[src/hdl/nuri_pkg.sv]
// Shared types and constants for the NDEF URI record parser.
// No dependencies; imported by every module of the block.
package nuri_pkg;

   localparam int MAX_BYTES  = 128;
   localparam int FIFO_DEPTH = 4;
   localparam int PTR_W      = $clog2(FIFO_DEPTH);
   localparam int CNT_W      = $clog2(FIFO_DEPTH + 1);

   localparam logic [7:0] TLV_NDEF_TAG  = 8'h03;
   localparam logic [7:0] TLV_LEN_ESC   = 8'hFF;
   localparam logic [7:0] URI_TYPE_BYTE = 8'h55;
   localparam logic [7:0] PRINT_LOW     = 8'h20;
   localparam logic [7:0] PRINT_HIGH    = 8'h7E;
   localparam logic [7:0] PREFIX_MAX    = 8'h04;
   localparam int         FLAG_SR_BIT   = 4;
   localparam int         FLAG_IL_BIT   = 3;

   localparam logic [2:0] ST_OK        = 3'd0;
   localparam logic [2:0] ST_NO_TLV    = 3'd1;
   localparam logic [2:0] ST_TRUNCATED = 3'd2;
   localparam logic [2:0] ST_OVERRUN   = 3'd3;
   localparam logic [2:0] ST_NOT_URI   = 3'd4;

   typedef enum logic [3:0] {
      PH_SEARCH,
      PH_TLEN,
      PH_TLEN_HI,
      PH_TLEN_LO,
      PH_FLAGS,
      PH_TYPELEN,
      PH_PLEN,
      PH_IDLEN,
      PH_TYPE,
      PH_IDSKIP,
      PH_PREFIX,
      PH_PAYLOAD,
      PH_REJECT,
      PH_DONE
   } phase_type;

   // Results caused by one request: an optional character and an optional verdict.
   typedef struct packed {
      logic       char_valid;
      logic [7:0] char_value;
      logic       verdict_valid;
      logic [2:0] status;
      logic [2:0] prefix_code;
   } group_type;

endpackage

[src/hdl/nuri_step.sv]
// Parser state and per-byte update: one request is consumed per enabled cycle.
// Depends on nuri_pkg.
module nuri_step (
   input  logic                clock,
   input  logic                reset,
   input  logic                fire,
   input  logic [7:0]          data_byte,
   input  logic                final_byte,
   output nuri_pkg::group_type group
);
   import nuri_pkg::*;

   phase_type   phase_ff, phase_in;
   logic [7:0]  pos_ff, pos_in;
   logic [15:0] tlv_len_ff, tlv_len_in;
   logic [7:0]  tlv_start_ff, tlv_start_in;
   logic [7:0]  flags_ff, flags_in;
   logic [7:0]  type_len_ff, type_len_in;
   logic [31:0] plen_ff, plen_in;
   logic [7:0]  id_len_ff, id_len_in;
   logic [7:0]  countdown_ff, countdown_in;
   logic        match_ff, match_in;
   logic [2:0]  prefix_ff, prefix_in;
   logic [31:0] pcount_ff, pcount_in;

   logic        take;
   logic        last;
   logic        enter_type;
   logic        finish_type;
   logic        emit;
   logic [31:0] need;
   logic [2:0]  status;
   logic [16:0] tlv_end;

   always_comb begin
      phase_in     = phase_ff;
      pos_in       = pos_ff;
      tlv_len_in   = tlv_len_ff;
      tlv_start_in = tlv_start_ff;
      flags_in     = flags_ff;
      type_len_in  = type_len_ff;
      plen_in      = plen_ff;
      id_len_in    = id_len_ff;
      countdown_in = countdown_ff;
      match_in     = match_ff;
      prefix_in    = prefix_ff;
      pcount_in    = pcount_ff;
      enter_type   = 1'b0;
      finish_type  = 1'b0;
      emit         = 1'b0;
      take         = fire && (pos_ff < 8'(MAX_BYTES));
      last         = final_byte || (pos_ff == 8'(MAX_BYTES - 1));
      need         = (plen_ff == 32'd0) ? 32'd0 : plen_ff - 32'd1;

      if (take) begin
         unique case (phase_ff)
            PH_SEARCH: begin
               if (data_byte == TLV_NDEF_TAG && !last) phase_in = PH_TLEN;
            end
            PH_TLEN: begin
               if (data_byte == TLV_LEN_ESC) begin
                  phase_in = PH_TLEN_HI;
               end else begin
                  tlv_len_in   = {8'h00, data_byte};
                  tlv_start_in = pos_ff + 8'd1;
                  phase_in     = PH_FLAGS;
               end
            end
            PH_TLEN_HI: begin
               tlv_len_in = {data_byte, 8'h00};
               phase_in   = PH_TLEN_LO;
            end
            PH_TLEN_LO: begin
               tlv_len_in   = tlv_len_ff | {8'h00, data_byte};
               tlv_start_in = pos_ff + 8'd1;
               phase_in     = PH_FLAGS;
            end
            PH_FLAGS: begin
               flags_in = data_byte;
               phase_in = PH_TYPELEN;
            end
            PH_TYPELEN: begin
               type_len_in  = data_byte;
               plen_in      = 32'd0;
               countdown_in = flags_ff[FLAG_SR_BIT] ? 8'd1 : 8'd4;
               phase_in     = PH_PLEN;
            end
            PH_PLEN: begin
               plen_in      = {plen_ff[23:0], data_byte};
               countdown_in = countdown_ff - 8'd1;
               if (countdown_ff == 8'd1) begin
                  if (flags_ff[FLAG_IL_BIT]) phase_in = PH_IDLEN;
                  else enter_type = 1'b1;
               end
            end
            PH_IDLEN: begin
               id_len_in  = data_byte;
               enter_type = 1'b1;
            end
            PH_TYPE: begin
               if (data_byte != URI_TYPE_BYTE) match_in = 1'b0;
               countdown_in = countdown_ff - 8'd1;
               if (countdown_ff == 8'd1) finish_type = 1'b1;
            end
            PH_IDSKIP: begin
               countdown_in = countdown_ff - 8'd1;
               if (countdown_ff == 8'd1) phase_in = PH_PREFIX;
            end
            PH_PREFIX: begin
               prefix_in = (data_byte <= PREFIX_MAX) ? data_byte[2:0] : 3'd0;
               pcount_in = 32'd0;
               phase_in  = (need == 32'd0) ? PH_DONE : PH_PAYLOAD;
            end
            PH_PAYLOAD: begin
               if (!(last && (pcount_ff + 32'd1 < need)) &&
                   data_byte >= PRINT_LOW && data_byte <= PRINT_HIGH) begin
                  emit = 1'b1;
               end
               pcount_in = pcount_ff + 32'd1;
               if (pcount_in >= need) phase_in = PH_DONE;
            end
            default: ;
         endcase
         pos_in = pos_ff + 8'd1;
      end

      if (enter_type) begin
         countdown_in = type_len_ff;
         match_in     = (type_len_ff == 8'd1);
         if (type_len_ff == 8'd0) finish_type = 1'b1;
         else phase_in = PH_TYPE;
      end

      if (finish_type) begin
         if (!match_in) begin
            phase_in = PH_REJECT;
         end else if (id_len_in == 8'd0) begin
            phase_in = PH_PREFIX;
         end else begin
            countdown_in = id_len_in;
            phase_in     = PH_IDSKIP;
         end
      end

      // Verdict sees the state after this byte was taken.
      tlv_end = {9'd0, tlv_start_in} + {1'b0, tlv_len_in};
      if (phase_in == PH_SEARCH) begin
         status = ST_NO_TLV;
      end else if (phase_in == PH_TLEN || phase_in == PH_TLEN_HI ||
                   phase_in == PH_TLEN_LO) begin
         status = ST_TRUNCATED;
      end else if (tlv_end > {9'd0, pos_in}) begin
         status = ST_OVERRUN;
      end else if (phase_in == PH_REJECT) begin
         status = ST_NOT_URI;
      end else if (phase_in == PH_PAYLOAD || phase_in == PH_DONE) begin
         status = ST_OK;
      end else begin
         status = ST_TRUNCATED;
      end

      group.char_valid    = emit;
      group.char_value    = data_byte;
      group.verdict_valid = fire && final_byte;
      group.status        = status;
      group.prefix_code   = (status == ST_OK) ? prefix_in : 3'd0;

      // Drop back to reset state for the next buffer.
      if (fire && final_byte) begin
         phase_in     = PH_SEARCH;
         pos_in       = 8'd0;
         tlv_len_in   = 16'd0;
         tlv_start_in = 8'd0;
         flags_in     = 8'd0;
         type_len_in  = 8'd0;
         plen_in      = 32'd0;
         id_len_in    = 8'd0;
         countdown_in = 8'd0;
         match_in     = 1'b0;
         prefix_in    = 3'd0;
         pcount_in    = 32'd0;
      end
   end

   always_ff @(posedge clock) begin
      if (reset) begin
         phase_ff     <= PH_SEARCH;
         pos_ff       <= 8'd0;
         tlv_len_ff   <= 16'd0;
         tlv_start_ff <= 8'd0;
         flags_ff     <= 8'd0;
         type_len_ff  <= 8'd0;
         plen_ff      <= 32'd0;
         id_len_ff    <= 8'd0;
         countdown_ff <= 8'd0;
         match_ff     <= 1'b0;
         prefix_ff    <= 3'd0;
         pcount_ff    <= 32'd0;
      end else begin
         phase_ff     <= phase_in;
         pos_ff       <= pos_in;
         tlv_len_ff   <= tlv_len_in;
         tlv_start_ff <= tlv_start_in;
         flags_ff     <= flags_in;
         type_len_ff  <= type_len_in;
         plen_ff      <= plen_in;
         id_len_ff    <= id_len_in;
         countdown_ff <= countdown_in;
         match_ff     <= match_in;
         prefix_ff    <= prefix_in;
         pcount_ff    <= pcount_in;
      end
   end

endmodule

[src/hdl/nuri_fifo.sv]
// Result queue: holds per-request result groups and plays them out one item a beat.
// Depends on nuri_pkg.
module nuri_fifo (
   input  logic                clock,
   input  logic                reset,
   input  logic                push,
   input  nuri_pkg::group_type push_group,
   output logic                full,
   output logic                rsp_valid,
   input  logic                rsp_ready,
   output logic                rsp_is_verdict,
   output logic [7:0]          rsp_char_value,
   output logic [2:0]          rsp_status,
   output logic [2:0]          rsp_prefix_code
);
   import nuri_pkg::*;

   group_type            mem [FIFO_DEPTH];
   logic [PTR_W-1:0]     wr_ptr_ff, wr_ptr_in;
   logic [PTR_W-1:0]     rd_ptr_ff, rd_ptr_in;
   logic [CNT_W-1:0]     count_ff, count_in;
   logic                 char_sent_ff, char_sent_in;
   group_type            head;
   logic                 char_pend;
   logic                 beat;
   logic                 pop;

   always_comb begin
      head            = mem[rd_ptr_ff];
      full            = (count_ff == CNT_W'(FIFO_DEPTH));
      rsp_valid       = (count_ff != '0);
      char_pend       = head.char_valid && !char_sent_ff;
      rsp_is_verdict  = !char_pend;
      rsp_char_value  = char_pend ? head.char_value : 8'd0;
      rsp_status      = char_pend ? ST_OK : head.status;
      rsp_prefix_code = char_pend ? 3'd0 : head.prefix_code;
      beat            = rsp_valid && rsp_ready;
      pop             = beat && (!char_pend || !head.verdict_valid);

      char_sent_in = char_sent_ff;
      if (pop) char_sent_in = 1'b0;
      else if (beat) char_sent_in = 1'b1;

      wr_ptr_in = push ? wr_ptr_ff + 1'b1 : wr_ptr_ff;
      rd_ptr_in = pop ? rd_ptr_ff + 1'b1 : rd_ptr_ff;
      count_in  = count_ff + CNT_W'(push) - CNT_W'(pop);
   end

   always_ff @(posedge clock) begin
      if (push) mem[wr_ptr_ff] <= push_group;
   end

   always_ff @(posedge clock) begin
      if (reset) begin
         wr_ptr_ff    <= '0;
         rd_ptr_ff    <= '0;
         count_ff     <= '0;
         char_sent_ff <= 1'b0;
      end else begin
         wr_ptr_ff    <= wr_ptr_in;
         rd_ptr_ff    <= rd_ptr_in;
         count_ff     <= count_in;
         char_sent_ff <= char_sent_in;
      end
   end

endmodule

[src/hdl/ndef_uri_record_parser_core.sv]
// Top level of the NDEF URI record parser; depends on nuri_pkg, nuri_step and nuri_fifo.
// The first result of a request passes the input register and then the result queue
//   before it is presented on rsp.
// Throughput: one request per cycle while the result queue has room; a final byte that
//   also yields a character needs a character and a verdict beat from the four-group queue.
// Reset (synchronous, active high) clears parser, input register and queue; no clearing pass.
module ndef_uri_record_parser_core (
   input  logic       clock,
   input  logic       reset,
   input  logic       req_valid,
   output logic       req_ready,
   input  logic [7:0] req_data_byte,
   input  logic       req_final_byte,
   output logic       rsp_valid,
   input  logic       rsp_ready,
   output logic       rsp_is_verdict,
   output logic [7:0] rsp_char_value,
   output logic [2:0] rsp_status,
   output logic [2:0] rsp_prefix_code
);
   import nuri_pkg::*;

   // Input register: hold one request until the parser can take it.
   logic       in_valid_ff, in_valid_in;
   logic [7:0] in_data_ff, in_data_in;
   logic       in_final_ff, in_final_in;

   logic       fifo_full;
   logic       fire;
   logic       push;
   group_type  group;

   // Advance the parser only when the result queue has room for its group.
   assign fire      = in_valid_ff && !fifo_full;
   assign req_ready = !in_valid_ff || fire;
   // Push only groups that carry at least one result item.
   assign push      = group.char_valid || group.verdict_valid;

   always_comb begin
      in_valid_in = in_valid_ff;
      in_data_in  = in_data_ff;
      in_final_in = in_final_ff;
      if (req_valid && req_ready) begin
         in_valid_in = 1'b1;
         in_data_in  = req_data_byte;
         in_final_in = req_final_byte;
      end else if (fire) begin
         in_valid_in = 1'b0;
      end
   end

   always_ff @(posedge clock) begin
      if (reset) begin
         in_valid_ff <= 1'b0;
      end else begin
         in_valid_ff <= in_valid_in;
      end
   end

   always_ff @(posedge clock) begin
      in_data_ff  <= in_data_in;
      in_final_ff <= in_final_in;
   end

   nuri_step u_step (
      .clock      (clock),
      .reset      (reset),
      .fire       (fire),
      .data_byte  (in_data_ff),
      .final_byte (in_final_ff),
      .group      (group)
   );

   nuri_fifo u_fifo (
      .clock           (clock),
      .reset           (reset),
      .push            (push),
      .push_group      (group),
      .full            (fifo_full),
      .rsp_valid       (rsp_valid),
      .rsp_ready       (rsp_ready),
      .rsp_is_verdict  (rsp_is_verdict),
      .rsp_char_value  (rsp_char_value),
      .rsp_status      (rsp_status),
      .rsp_prefix_code (rsp_prefix_code)
   );

   // Character items carry only printable bytes and no status or prefix.
   a_char_clean: assert property (@(posedge clock) disable iff (reset)
      rsp_valid && !rsp_is_verdict |->
         rsp_char_value >= PRINT_LOW && rsp_char_value <= PRINT_HIGH &&
         rsp_status == ST_OK && rsp_prefix_code == 3'd0)
      else $error("character item malformed");

   // A failed verdict never reports a prefix.
   a_prefix_on_ok: assert property (@(posedge clock) disable iff (reset)
      rsp_valid && rsp_is_verdict && rsp_status != ST_OK |-> rsp_prefix_code == 3'd0)
      else $error("prefix reported on failed verdict");

   // The parser never advances into a full result queue.
   a_no_overflow: assert property (@(posedge clock) disable iff (reset)
      fire |-> !fifo_full)
      else $error("push into full result queue");

   // Nothing is presented right after reset.
   a_reset_empty: assert property (@(posedge clock)
      reset |=> !rsp_valid && req_ready)
      else $error("output not empty after reset");

endmodule
[config.mk]
export PLATFORM = sky130hd
export DESIGN_NAME = ndef_uri_record_parser_core
export DESIGN_NICKNAME = d
export VERILOG_FILES = /design/src/hdl/nuri_pkg.sv /design/src/hdl/nuri_step.sv /design/src/hdl/nuri_fifo.sv /design/src/hdl/ndef_uri_record_parser_core.sv
export SDC_FILE = /design/constraint.sdc
export NUM_CORES = 1
export LEC_CHECK = 0
export ABC_CLOCK_PERIOD_IN_PS = 7100
export BUFFER_PORTS_ARGS = -buffer_cell sky130_fd_sc_hd__buf_2
export CAP_MARGIN = 10
export CELL_PAD_IN_SITES_DETAIL_PLACEMENT = 1
export CELL_PAD_IN_SITES_GLOBAL_PLACEMENT = 2
export CORE_AREA = 2 2 213 236
export CTS_CLUSTER_SIZE = 40
export DETAILED_ROUTE_END_ITERATION = 8
export DIE_AREA = 0 0 215 238
export GPL_TIMING_DRIVEN = 0
export PLACE_DENSITY_LB_ADDON = 0.25
export SYNTH_ARGS = -nofsm -noshare
export SYNTH_HDL_FRONTEND = slang
export SYNTH_SLANG_ARGS = --single-unit
[constraint.sdc]
create_clock -name clock -period 7.1 [get_ports clock]
set_input_delay 1.775 -clock clock [delete_from_list [all_inputs] [get_ports clock]]
set_output_delay 1.775 -clock clock [all_outputs]
set_load 0.1 [all_outputs]
==> results.sh <==
export IMPL_outcome="finished clean"
export IMPL_antenna_cells=0
export IMPL_top_level_ports=30
export IMPL_slew_viol_final=0
export IMPL_die_h_um=238
export IMPL_overflow=0
export IMPL_synth_cell_types=93
export IMPL_clockPowerShare_pct=39.0
export IMPL_cts_sinks=214
export IMPL_final_setup_viol_count=0
export IMPL_hold_buffers=0
export IMPL_cts_setup_buffers=0
export IMPL_worst_hold_path_type="reg2reg"
export IMPL_async_reset_ff_share_pct=0
export IMPL_routabilityCongestion=0.798
export IMPL_dr_pass1_iters=4
export IMPL_tns_ns=0
export IMPL_crit_path_end_kind="flip-flop"
export IMPL_grt_max_degree=17
export IMPL_ys_seq_elements=214
export IMPL_peakVddDrop_v=0.000215
export IMPL_areaGrowthSynthToFinish_pct=15.3
export IMPL_ys_flop_type="dfxtp_1"
export IMPL_static_leakage_power_nw=5.08
export IMPL_start_util_pct=24.9
export IMPL_cp_required_ns=7.46
export IMPL_fp_dieArea_mm2=0.0512
export IMPL_max_slew_margin_pct=35.6
export IMPL_nets=1433
export IMPL_coreArea_mm2=0.0487
export IMPL_sw_frac_of_total_pct=34.0
export IMPL_rsz0062_at_grt="false"
export IMPL_grt_pass1_vias=10400
export IMPL_layout_drive_gt1_share_pct=11.0
export IMPL_start_kind="flip-flop"
export IMPL_cp_max_fo=12
export IMPL_clk_pin_slew_ns=0.06
export IMPL_cts_resized_gates=3
export IMPL_num_vias=9964
export IMPL_p_comb_share_pct=22.8
export IMPL_hold_start="u_step.type_len_ff[2]$_SDFFE_PP0P_"
export IMPL_internal_power_mw=2.31
export IMPL_fin_skew_ns=0.0132
export IMPL_antenna_found_initial=0
export IMPL_tightest_slew_ns=0.957
export IMPL_grt_pass1_wl_um=61100
export IMPL_setup_worst_path_class="reg2reg"
export IMPL_wl_per_cell_um=19.0
export IMPL_r2r_start="in_data_ff[5]$_DFFE_PP_"
export IMPL_root_buffer="clkbuf_16"
export IMPL_htree_levels=1
export IMPL_fin_crit_sh_pct=92.6
export IMPL_io_buffers=29
export IMPL_synth_avg_cell_area_um2=9.31
export IMPL_startpoint="in_data_ff[5]$_DFFE_PP_"
export IMPL_min_period_ns=6.58
export IMPL_dpl_hpwl_um=29200
export IMPL_drc_errors=0
export IMPL_pwr_share_seq_pct=38.3
export IMPL_layout_common_cells="nor2_1, dfxtp_1, nand2_1, a21oi_1, edfxtp_1"
export IMPL_cts_tree="yes"
export IMPL_dieWidth_um=215
export IMPL_finalHoldViolCount=0
export IMPL_synth_edf_count=73
export IMPL_power_density_mw_per_mm2=251
export IMPL_clk_path_buf_depth=3
export IMPL_wl_um=38500
export IMPL_switchingPower_mw=1.19
export IMPL_final_common_cell="nor2_1"
export IMPL_cts_inserted_buffers=27
export IMPL_synth_area_mm2=0.0121
export IMPL_fp_row_count=85
export IMPL_synth_seq_area_share_pct=41.4
export IMPL_drt_iter0_drc=356
export IMPL_fmax_ghz=0.152
export IMPL_synthCells=1302
export IMPL_via_per_inst=4.91
export IMPL_clk_latency_ns=0.57
export IMPL_finalPower_mw=3.50
export IMPL_syn_nets=1377
export IMPL_maxCapViolations=0
export IMPL_ant_nets=0
export IMPL_synth_warnings=0
export IMPL_arrival_ns=6.94
export IMPL_grt_usage_pct=15.2
==> stage by stage <==
step / util (%) / worst slack (ns) / instance area (um2) / instances / hold WS (ns)
floorplan: - / 1.78 / 12100 / 1302 / 0.449
global placement: 26.9 / -0.564 / 13100 / 1983 / 0.475
detailed placement: 26.9 / -0.509 / 13100 / 1983 / 0.472
CTS: 28.7 / 0.101 / 14000 / 2030 / 0.481
global route: 28.7 / 0.0125 / 14000 / 2029 / 0.520
finish: 28.7 / 0.525 / 14000 / 2029 / 0.486
==> worst max-delay path: stages (launching register included) <==
cell	delay [ns]
edfxtp_1	0.75
nand2_1	0.33
nor4_4	0.41
and2_2	0.25
or3_1	0.33
clkbuf_2	0.36
mux2i_2	0.36
inv_1	0.08
ha_1	0.29
a21o_1	0.19
a21oi_1	0.21
nor2b_1	0.11
o21a_1	0.19
o21ai_0	0.17
nand2b_1	0.08
a21oi_1	0.19
xnor2_1	0.16
ha_1	0.29
o211ai_1	0.10
a21oi_1	0.07
a211oi_1	0.39
o2111ai_1	0.35
or2_1	0.37
nor3_2	0.32
==> power by group through the flow <==
stage	Sequential, mW	Clock [mW]	Combinational, mW
floorplan	1.35	0	0.623
CTS	1.34	1.42	0.812
finish	1.34	1.37	0.798
global route	1.34	1.46	0.858
detailed placement	1.36	0	0.808
global placement	1.36	0	0.804
==> area by class of cell <==
class | count | area, um2
plain buffers | 71 | 359
clock buffers | 32 | 714
clock inverters | 16 | 156
fillers | 5666 | 34700
inverters | 28 | 105
multi-input cells | 987 | 6670
flip-flops and latches | 214 | 5010
well taps | 652 | 816
repair buffers | 29 | 145
==> flip-flops by register name, summed over array words and instances (netlist names), named ones only <==
name,cells
u_fifo.mem,64
u_step.type_len_ff,8
u_step.id_len_ff,8
u_fifo.wr_ptr_ff,2
u_step.phase_ff,4
in_data_ff,8
u_fifo.rd_ptr_ff,2
in_final_ff,1
u_step.flags_ff,2
u_step.prefix_ff,3
u_step.tlv_start_ff,8
u_step.pcount_ff,32
u_step.plen_ff,32
u_step.pos_ff,8
u_step.match_ff,1
u_fifo.char_sent_ff,1
u_step.tlv_len_ff,16
in_valid_ff,1
u_fifo.count_ff,3
u_step.countdown_ff,8
==> layer usage <==
| metal | global-route usage (%) | share of wire [%] |
|---|---|---|
| met3 | 2.08 | 3.2 |
| met4 | 3.28 | 2.0 |
| met1 | 19.0 | 45 |
| met2 | 27.5 | 50 |
| met5 | 0 | 0 |
==> cell usage after synthesis, drive strengths merged, types with 12 or more instances <==
cell type | n | share of area (%)
nand3 | 35 | 1.4
clkbuf | 56 | 2.0
and2 | 37 | 1.9
ha | 60 | 6.2
or2 | 12 | 0.62
nor4 | 21 | 1.4
or4 | 13 | 0.87
dfxtp | 141 | 23
nor2 | 161 | 5.0
nor3 | 42 | 1.8
xnor2 | 49 | 3.5
xor2 | 27 | 2.0
inv | 28 | 0.87
nor2b | 21 | 1.1
nand2 | 103 | 3.2
mux4 | 16 | 3.0
buf | 17 | 1.0
nand4 | 17 | 0.88
mux2i | 15 | 1.2
o21ai | 50 | 2.1
a22oi | 52 | 3.2
edfxtp | 73 | 18
a21oi | 77 | 3.2
or3 | 23 | 1.2
==> logic make-up after synthesis <==
logic type               after synthesis  synth area share [%]
buffers and inverters                101                  3.88
flip-flops                           214                  41.4
AND/OR/NAND/NOR                      542                  23.3
multiplexers                          32                  4.31
AO/OA/AOI/OAI                        275                  15.1
adder cells (fa/ha/maj)               62                  6.53
XOR/XNOR                              76                  5.56
==> path summary, 6_finish.rpt <==
kind | endpoint | slack (ns) | depth (start not counted)
setup / recovery | u_fifo.mem[2][1]$_DFFE_PP_ | 0.52 | 23
hold / removal | u_step.type_len_ff[2]$_SDFFE_PP0P_ | 0.49 | 2
setup reg to reg | u_fifo.mem[2][1]$_DFFE_PP_ | 0.52 | 23
hold reg to reg | u_step.type_len_ff[2]$_SDFFE_PP0P_ | 0.49 | 2
Power figures use the tool's default switching activity.
